### src/rtl/hrbe_pkg.sv
`timescale 1ns / 1ps
// ----------------------------------------------------------------------------
// hrbe_pkg
// Shared types, character codes and the hex digit decoder of the hex record
// byte extractor.
// ----------------------------------------------------------------------------
package hrbe_pkg;

    localparam int CHAR_W  = 8;
    localparam int ADDR_W  = 16;
    localparam int BYTE_W  = 8;
    localparam int NIBBLE_W = 4;

    localparam logic [CHAR_W-1:0] CHAR_NEWLINE = 8'h0A;
    localparam logic [CHAR_W-1:0] CHAR_COLON   = 8'h3A;

    // Parser phase, one-hot.
    typedef enum logic [6:0] {
        PH_LINE_START = 7'b0000001,
        PH_COUNT      = 7'b0000010,
        PH_ADDR_HI    = 7'b0000100,
        PH_ADDR_LO    = 7'b0001000,
        PH_TYPE       = 7'b0010000,
        PH_DATA       = 7'b0100000,
        PH_IGNORE     = 7'b1000000
    } hrbe_phase_t;

    // One extracted data byte on its way to the output register.
    typedef struct packed {
        logic [ADDR_W-1:0] byte_address;
        logic [BYTE_W-1:0] data_byte;
        logic              last_of_record;
    } hrbe_result_t;

    // Hex digit value; anything that is not a hex digit counts as zero.
    function automatic logic [NIBBLE_W-1:0] digit_value(input logic [CHAR_W-1:0] c);
        logic [CHAR_W-1:0] d;
        begin
            d = '0;
            if (c >= 8'h30 && c <= 8'h39) begin
                d = c - 8'h30;
            end else if (c >= 8'h41 && c <= 8'h46) begin
                d = c - 8'h37;
            end else if (c >= 8'h61 && c <= 8'h66) begin
                d = c - 8'h57;
            end
            return d[NIBBLE_W-1:0];
        end
    endfunction

endpackage

### src/rtl/hrbe_parser.sv
`timescale 1ns / 1ps
// ----------------------------------------------------------------------------
// hrbe_parser
// Record state machine: takes one character per step and yields at most one
// data byte with its address and last-of-record flag.
// ----------------------------------------------------------------------------
module hrbe_parser (
    input  logic                          aclk,
    input  logic                          aresetn,
    input  logic                          step_en,
    input  logic [hrbe_pkg::CHAR_W-1:0]   char_in,
    output logic                          emit,
    output hrbe_pkg::hrbe_result_t        result
);
    import hrbe_pkg::*;

    hrbe_phase_t          phase_reg,   phase_next;
    logic                 dpos_reg,    dpos_next;
    logic [NIBBLE_W-1:0]  high_reg,    high_next;
    logic [BYTE_W-1:0]    count_reg,   count_next;
    logic [BYTE_W-1:0]    done_reg,    done_next;
    logic [ADDR_W-1:0]    addr_reg,    addr_next;

    logic [NIBBLE_W-1:0]  digit;
    logic [BYTE_W-1:0]    pair_byte;
    logic [BYTE_W-1:0]    done_inc;
    logic                 is_last;

    assign digit     = digit_value(char_in);
    assign pair_byte = {high_reg, digit};
    assign done_inc  = done_reg + BYTE_W'(1);
    assign is_last   = (done_inc == count_reg);

    always_comb begin
        phase_next = phase_reg;
        dpos_next  = dpos_reg;
        high_next  = high_reg;
        count_next = count_reg;
        done_next  = done_reg;
        addr_next  = addr_reg;
        emit       = 1'b0;
        result.byte_address   = addr_reg + {{(ADDR_W-BYTE_W){1'b0}}, done_reg};
        result.data_byte      = pair_byte;
        result.last_of_record = is_last;

        if (step_en) begin
            if (char_in == CHAR_NEWLINE) begin
                phase_next = PH_LINE_START;
                dpos_next  = 1'b0;
            end else begin
                unique case (phase_reg)
                    PH_LINE_START: begin
                        phase_next = (char_in == CHAR_COLON) ? PH_COUNT : PH_IGNORE;
                        dpos_next  = 1'b0;
                    end
                    PH_COUNT, PH_ADDR_HI, PH_ADDR_LO, PH_TYPE, PH_DATA: begin
                        if (!dpos_reg) begin
                            high_next = digit;
                            dpos_next = 1'b1;
                        end else begin
                            dpos_next = 1'b0;
                            unique case (phase_reg)
                                PH_COUNT: begin
                                    count_next = pair_byte;
                                    phase_next = PH_ADDR_HI;
                                end
                                PH_ADDR_HI: begin
                                    addr_next  = {pair_byte, {BYTE_W{1'b0}}};
                                    phase_next = PH_ADDR_LO;
                                end
                                PH_ADDR_LO: begin
                                    addr_next  = {addr_reg[ADDR_W-1:BYTE_W], pair_byte};
                                    phase_next = PH_TYPE;
                                end
                                PH_TYPE: begin
                                    done_next  = '0;
                                    phase_next = (count_reg == '0) ? PH_IGNORE : PH_DATA;
                                end
                                default: begin
                                    emit      = 1'b1;
                                    done_next = done_inc;
                                    if (is_last) begin
                                        phase_next = PH_IGNORE;
                                    end
                                end
                            endcase
                        end
                    end
                    default: begin
                        // Rest of an ignored line: nothing changes.
                    end
                endcase
            end
        end
    end

    always_ff @(posedge aclk) begin
        if (!aresetn) begin
            phase_reg <= PH_LINE_START;
            dpos_reg  <= 1'b0;
            high_reg  <= '0;
            count_reg <= '0;
            done_reg  <= '0;
            addr_reg  <= '0;
        end else begin
            phase_reg <= phase_next;
            dpos_reg  <= dpos_next;
            high_reg  <= high_next;
            count_reg <= count_next;
            done_reg  <= done_next;
            addr_reg  <= addr_next;
        end
    end

endmodule

### src/rtl/hrbe_out_reg.sv
`timescale 1ns / 1ps
// ----------------------------------------------------------------------------
// hrbe_out_reg
// Result register with valid/ready handshake towards the consumer.
// ----------------------------------------------------------------------------
module hrbe_out_reg (
    input  logic                    aclk,
    input  logic                    aresetn,
    input  logic                    load_en,
    input  logic                    load_valid,
    input  hrbe_pkg::hrbe_result_t  load_data,
    output logic                    can_load,
    output logic                    m_valid,
    input  logic                    m_ready,
    output hrbe_pkg::hrbe_result_t  m_data
);
    import hrbe_pkg::*;

    logic         valid_reg, valid_next;
    hrbe_result_t data_reg,  data_next;

    // The register may be refilled when empty or when its beat leaves now.
    assign can_load = !valid_reg || m_ready;

    always_comb begin
        valid_next = valid_reg;
        data_next  = data_reg;
        if (m_ready) begin
            valid_next = 1'b0;
        end
        if (load_en && load_valid) begin
            valid_next = 1'b1;
            data_next  = load_data;
        end
    end

    always_ff @(posedge aclk) begin
        if (!aresetn) begin
            valid_reg <= 1'b0;
        end else begin
            valid_reg <= valid_next;
        end
    end

    always_ff @(posedge aclk) begin
        data_reg <= data_next;
    end

    assign m_valid = valid_reg;
    assign m_data  = data_reg;

endmodule

### src/rtl/hex_record_byte_extractor_unit.sv
`timescale 1ns / 1ps
// ----------------------------------------------------------------------------
// hex_record_byte_extractor_unit
// Extracts addressed data bytes from a hex-record character stream.
// ----------------------------------------------------------------------------
// The block takes one ASCII character per input beat and accepts a new beat
// in every clock cycle, as long as the result register is empty or its beat
// is being taken in the same cycle. A record is recognised only when a colon
// is the first character of a line; the following digit pair gives the
// byte count, the next two a big-endian start address, the type pair is
// skipped and each further pair yields one data byte. A data byte appears on
// the result channel in the cycle after the beat carrying its low digit, with
// its address (start address plus byte index, wrapping at 16 bits) and a
// flag on the final byte the count announced. Characters that are not hex
// digits count as zero, the checksum is ignored, and a newline ends a record
// at once, dropping any bytes that have not yet arrived. The record state
// machine updates in a single step between the input beat and the result
// register, and s_ready falls only while a result beat is held by a stalled
// consumer.
// ----------------------------------------------------------------------------
module hex_record_byte_extractor_unit (
    input  logic                          aclk,
    input  logic                          aresetn,
    input  logic                          s_valid,
    output logic                          s_ready,
    input  logic [hrbe_pkg::CHAR_W-1:0]   s_char_in,
    output logic                          m_valid,
    input  logic                          m_ready,
    output logic [hrbe_pkg::ADDR_W-1:0]   m_byte_address,
    output logic [hrbe_pkg::BYTE_W-1:0]   m_data_byte,
    output logic                          m_last_of_record
);
    import hrbe_pkg::*;

    logic         step_en;
    logic         emit;
    logic         can_load;
    hrbe_result_t result;
    hrbe_result_t m_data;

    // A character is consumed whenever the result register can take
    // whatever it may produce.
    assign s_ready = can_load;
    assign step_en = s_valid && can_load;

    hrbe_parser u_parser (
        .aclk    (aclk),
        .aresetn (aresetn),
        .step_en (step_en),
        .char_in (s_char_in),
        .emit    (emit),
        .result  (result)
    );

    hrbe_out_reg u_out_reg (
        .aclk       (aclk),
        .aresetn    (aresetn),
        .load_en    (step_en),
        .load_valid (emit),
        .load_data  (result),
        .can_load   (can_load),
        .m_valid    (m_valid),
        .m_ready    (m_ready),
        .m_data     (m_data)
    );

    assign m_byte_address   = m_data.byte_address;
    assign m_data_byte      = m_data.data_byte;
    assign m_last_of_record = m_data.last_of_record;

endmodule

### config.mk
export PLATFORM = sky130hd
export DESIGN_NAME = hex_record_byte_extractor_unit
export DESIGN_NICKNAME = d
export VERILOG_FILES = /design/src/rtl/hrbe_pkg.sv /design/src/rtl/hrbe_parser.sv /design/src/rtl/hrbe_out_reg.sv /design/src/rtl/hex_record_byte_extractor_unit.sv
export SDC_FILE = /design/constraint.sdc
export NUM_CORES = 1
export LEC_CHECK = 0
export BUFFER_PORTS_ARGS = -buffer_cell sky130_fd_sc_hd__clkbuf_2
export CORE_AREA = 4 4 100 102
export CTS_BUF_LIST = sky130_fd_sc_hd__clkbuf_8
export CTS_CLUSTER_SIZE = 8
export DETAILED_ROUTE_END_ITERATION = 7
export DIE_AREA = 0 0 104 106
export GPL_TIMING_DRIVEN = 0
export PLACE_DENSITY = 0.6
export SKIP_CTS_REPAIR_TIMING = 1
export SYNTH_ARGS = -nofsm -noshare
export SYNTH_HDL_FRONTEND = slang
export SYNTH_SLANG_ARGS = --single-unit
### constraint.sdc
create_clock -name aclk -period 8.1 [get_ports aclk]
set_input_delay 1.215 -clock aclk [delete_from_list [all_inputs] [get_ports aclk]]
set_output_delay 1.215 -clock aclk [all_outputs]
set_load 0.01 [all_outputs]
==> metrics <==
status=complete, no violations; Detail Placement HPWL=5.60 mm; height of the die=~110 um; first-iteration detailed-routing DRC count=roughly 120; PnR Total Power=0.000673 W; power per cell area=163 nW/um^2; per-cell routed wire length=14.6 um; share of power burned in combinational logic=0.042; Slew HR=0.291; Hold Slack=0.487 ns; Die Outline Area=11,000 um^2; clock insertion delay at the later pin of the skew report=around 0.34 ns; number of antenna cells inserted=0; crit share post-route=0.434; Highest Clock Rate=approximately 280 MHz; number of H-tree branching levels=3; maximum fanout along the worst path=28; net count reported at finish=436; Max Slew Vio Count=0; Total Wirelength=7.67 mm; fraction of the core area covered by cells at the end of the flow=0.454; average size of a mapped cell=between 9 and 10 um^2; actual slew at the worst max-slew pin=between 1 and 1.5 ns; Post-Synthesis Net Count=about 390; number of CTS-inserted buffers=9; most used standard cells in the synthesized netlist=sky130_fd_sc_hd__dfxtp_1, sky130_fd_sc_hd__nor2b_1, sky130_fd_sc_hd__nand3_1, sky130_fd_sc_hd__edfxtp_1; Most Frequent Cell on Critical Path=sky130_fd_sc_hd__inv_1; Worst R2R Setup Slack=5.01 ns; most used standard cell by instance count after synthesis=sky130_fd_sc_hd__dfxtp_1; Slowest cell on crit path=sky130_fd_sc_hd__inv_1; setup TNS after final layout=0 ns; reg-to-reg critical path startpoint=u_parser.done_reg[0]$_SDFFE_PN0P_; CTS tree=built; Crit Path Class=in2reg; count of buffers inserted at the top-level ports=38; Root Driver=sky130_fd_sc_hd__clkbuf_8; setup repair after global routing missed its margin=false; unique cell type count in the Yosys netlist=61; worst-case setup slack after placement=4.18 ns; number of enable flip-flop cells after synthesis=25; sinks on the clock net=70; global-route congestion overflow total=0; critical-path cell list=clkbuf_2 -> inv_1 -> ha_1 -> nand3b_1 -> or4b_1 -> nor4b_4 -> nand4_2 -> buf_4 -> inv_1 -> nand3_1 -> a21boi_1; max-capacitance violation count=0; post-synth design cell area=3610 um^2; horizontal die dimension=104 um; via count of the first global-routing pass=between 2,000 and 3,000; capturing element of the worst setup path=u_parser.done_reg[2]$_SDFFE_PN0P_; first-pass iteration count of the detailed router=4; area share of the leading cell type in the synthesized netlist=0.250; worst setup skew after layout=0.00372 ns; initial cell density of the core=0.396; Register-to-Register Path Depth=10; reported leakage power=around 1.6 nW; Stages on worst setup path=11; number of antenna violations at the first check in global routing=0; site row count=35; number of buffers and inverters on the critical path=4; path category of the worst min-delay check=reg2reg; share of final-layout standard cells stronger than drive strength 1=0.164; top cell type by total area after synthesis=sky130_fd_sc_hd__dfxtp_1; largest net degree at the start of global routing=29; Top-Level Pins=39; internal power summed over all cells=0.000524 W; Switching Fraction=0.221; type of element capturing the critical path=flop; GRT Util Overall=0.146; yosys warns=0; Setup-failing EPs final=0; sequential group share of total power=0.541; Max stage delay on crit path=0.77 ns; source of the critical timing path=s_char_in[0]; Area growth syn-to-layout=14.6%; Clk pin slew, worst setup/hold paths=0.07 ns; buffer levels on the longest clock path=2; worst vdd ir=0.0783 mV; proportion of synthesized flip-flops having asynchronous set or reset=0; last weighted congestion value of the routability-driven placer=0.842; endpoint of the worst-slack reg-to-reg timing path=u_parser.phase_reg[2]$_SDFFE_PN0P_; total count of hold-check failures in the final report=0; switching pwr=0.000149 W; clock period minus final worst setup slack=3.52 ns; number of flip-flops under the largest register name=25; via count=about 2,700; DRC violations left=0; routed via count divided by cell count=5.22; CP delay by family, top=buffers and inverters; Yosys reg bits=70; core outline area=9110 um^2; Routed Antenna Nets=0; ys flop type=sky130_fd_sc_hd__dfxtp_1; synthesized instance count=361; arrival time of the worst setup path=3.79 ns; cell types with the largest area share after synthesis=sky130_fd_sc_hd__dfxtp_1, sky130_fd_sc_hd__edfxtp_1, sky130_fd_sc_hd__nor2b_1; count of fill cells added during filler insertion=887; clock group share of total power=0.417; register area share after synthesis=0.458; wire length of the first global-routing pass=around 13 mm; Data required, critical path=8.37 ns; PnR worst setup slack=about 4.6 ns; Startpoint Class=primary input
-- through the flow --
stage               instances  cell area, um^2
floorplan                 361             3610
global placement          510             3940
detailed placement        510             3940
CTS                       526             4140
global route              526             4140
finish                    526             4140
-- worst register-to-register path: stages, from the launching register on --
cell and delay (ns):
sky130_fd_sc_hd__dfxtp_1 0.51, sky130_fd_sc_hd__ha_1 0.20, sky130_fd_sc_hd__clkbuf_1 0.28, sky130_fd_sc_hd__nand3_1 0.20
sky130_fd_sc_hd__xor2_1 0.17, sky130_fd_sc_hd__o211ai_1 0.10, sky130_fd_sc_hd__a2111oi_1 0.79, sky130_fd_sc_hd__o21ai_0 0.30
sky130_fd_sc_hd__buf_2 0.25, sky130_fd_sc_hd__nand3_1 0.10, sky130_fd_sc_hd__o31ai_1 0.08
-- power by group through the flow --
stage / Clock, W / Combinational (W) / Sequential, W
6_report: 0.000281 / 0.0000282 / 0.000364
2_1_floorplan: 0 / 0.0000187 / 0.000371
4_1_cts: 0.000291 / 0.0000284 / 0.000363
3_5_place_dp: 0 / 0.0000283 / 0.000372
3_3_place_gp: 0 / 0.0000279 / 0.000372
5_1_grt: 0.000305 / 0.0000314 / 0.000363
-- cell usage in the layout (no fill, tap or decap), types with 3 or more instances in the layout --
cell type	count
sky130_fd_sc_hd__a21boi_0	8
sky130_fd_sc_hd__a21boi_1	9
sky130_fd_sc_hd__a21oi_1	6
sky130_fd_sc_hd__a22oi_1	9
sky130_fd_sc_hd__and3_1	5
sky130_fd_sc_hd__buf_2	3
sky130_fd_sc_hd__clkbuf_1	8
sky130_fd_sc_hd__clkbuf_2	38
sky130_fd_sc_hd__clkbuf_8	10
sky130_fd_sc_hd__dfxtp_1	45
sky130_fd_sc_hd__edfxtp_1	25
sky130_fd_sc_hd__ha_1	13
sky130_fd_sc_hd__inv_1	14
sky130_fd_sc_hd__mux2i_1	12
sky130_fd_sc_hd__nand2_1	20
sky130_fd_sc_hd__nand3_1	27
sky130_fd_sc_hd__nand3b_1	6
sky130_fd_sc_hd__nor2_1	15
sky130_fd_sc_hd__nor2b_1	31
sky130_fd_sc_hd__nor3_1	3
sky130_fd_sc_hd__nor4_1	3
sky130_fd_sc_hd__o21a_1	4
sky130_fd_sc_hd__o21ai_0	18
sky130_fd_sc_hd__o21ai_1	4
sky130_fd_sc_hd__o31ai_1	4
sky130_fd_sc_hd__or3_1	3
sky130_fd_sc_hd__xnor2_1	20
sky130_fd_sc_hd__xor2_1	6
-- worst min path at each step --
stage | depth (start not counted) | endpoint | start | slack (ns)
floorplan | 2 | u_parser.addr_reg[10]$_SDFFE_PN0P_ | u_parser.addr_reg[10]$_SDFFE_PN0P_ | 0.45
global placement | 2 | u_parser.addr_reg[10]$_SDFFE_PN0P_ | u_parser.addr_reg[10]$_SDFFE_PN0P_ | 0.47
detailed placement | 2 | u_parser.addr_reg[10]$_SDFFE_PN0P_ | u_parser.addr_reg[10]$_SDFFE_PN0P_ | 0.47
CTS | 2 | u_parser.addr_reg[10]$_SDFFE_PN0P_ | u_parser.addr_reg[10]$_SDFFE_PN0P_ | 0.48
global route | 2 | u_parser.addr_reg[10]$_SDFFE_PN0P_ | u_parser.addr_reg[10]$_SDFFE_PN0P_ | 0.51
finish | 2 | u_parser.addr_reg[10]$_SDFFE_PN0P_ | u_parser.addr_reg[10]$_SDFFE_PN0P_ | 0.49
-- layout make-up --
type	count	area, um^2	share of cell area
Buffer	13	63.8	0.0154
Multi-Input combinational cell	264	1840	0.445
Clock buffer	10	138	0.0333
Sequential cell	70	1650	0.399
Inverter	14	52.6	0.0127
Clock inverter	6	60.1	0.0145
Timing Repair Buffer	38	190	0.0460
Tap cell	111	139	0.0336
-- layer usage --
layer	GRT usage	part of all wire	vias up
met5	0	0	-
met2	0.241	0.47	62
met1	0.187	0.47	1276
met4	0.0532	0.012	0
li1	-	-	1397
met3	0.0340	0.045	12
-- cells by family after synthesis --
family                     after synthesis  synth area share
AOI/OAI and AO/OA                       77             0.145
xor gates and xnor gates                26            0.0631
adders and majority gates               14            0.0506
buffers and inverters                   27            0.0322
DFF                                     70             0.458
muxes                                   12            0.0333
and+or+nand+nor                        135             0.218
(Power assumes the default switching activity.)
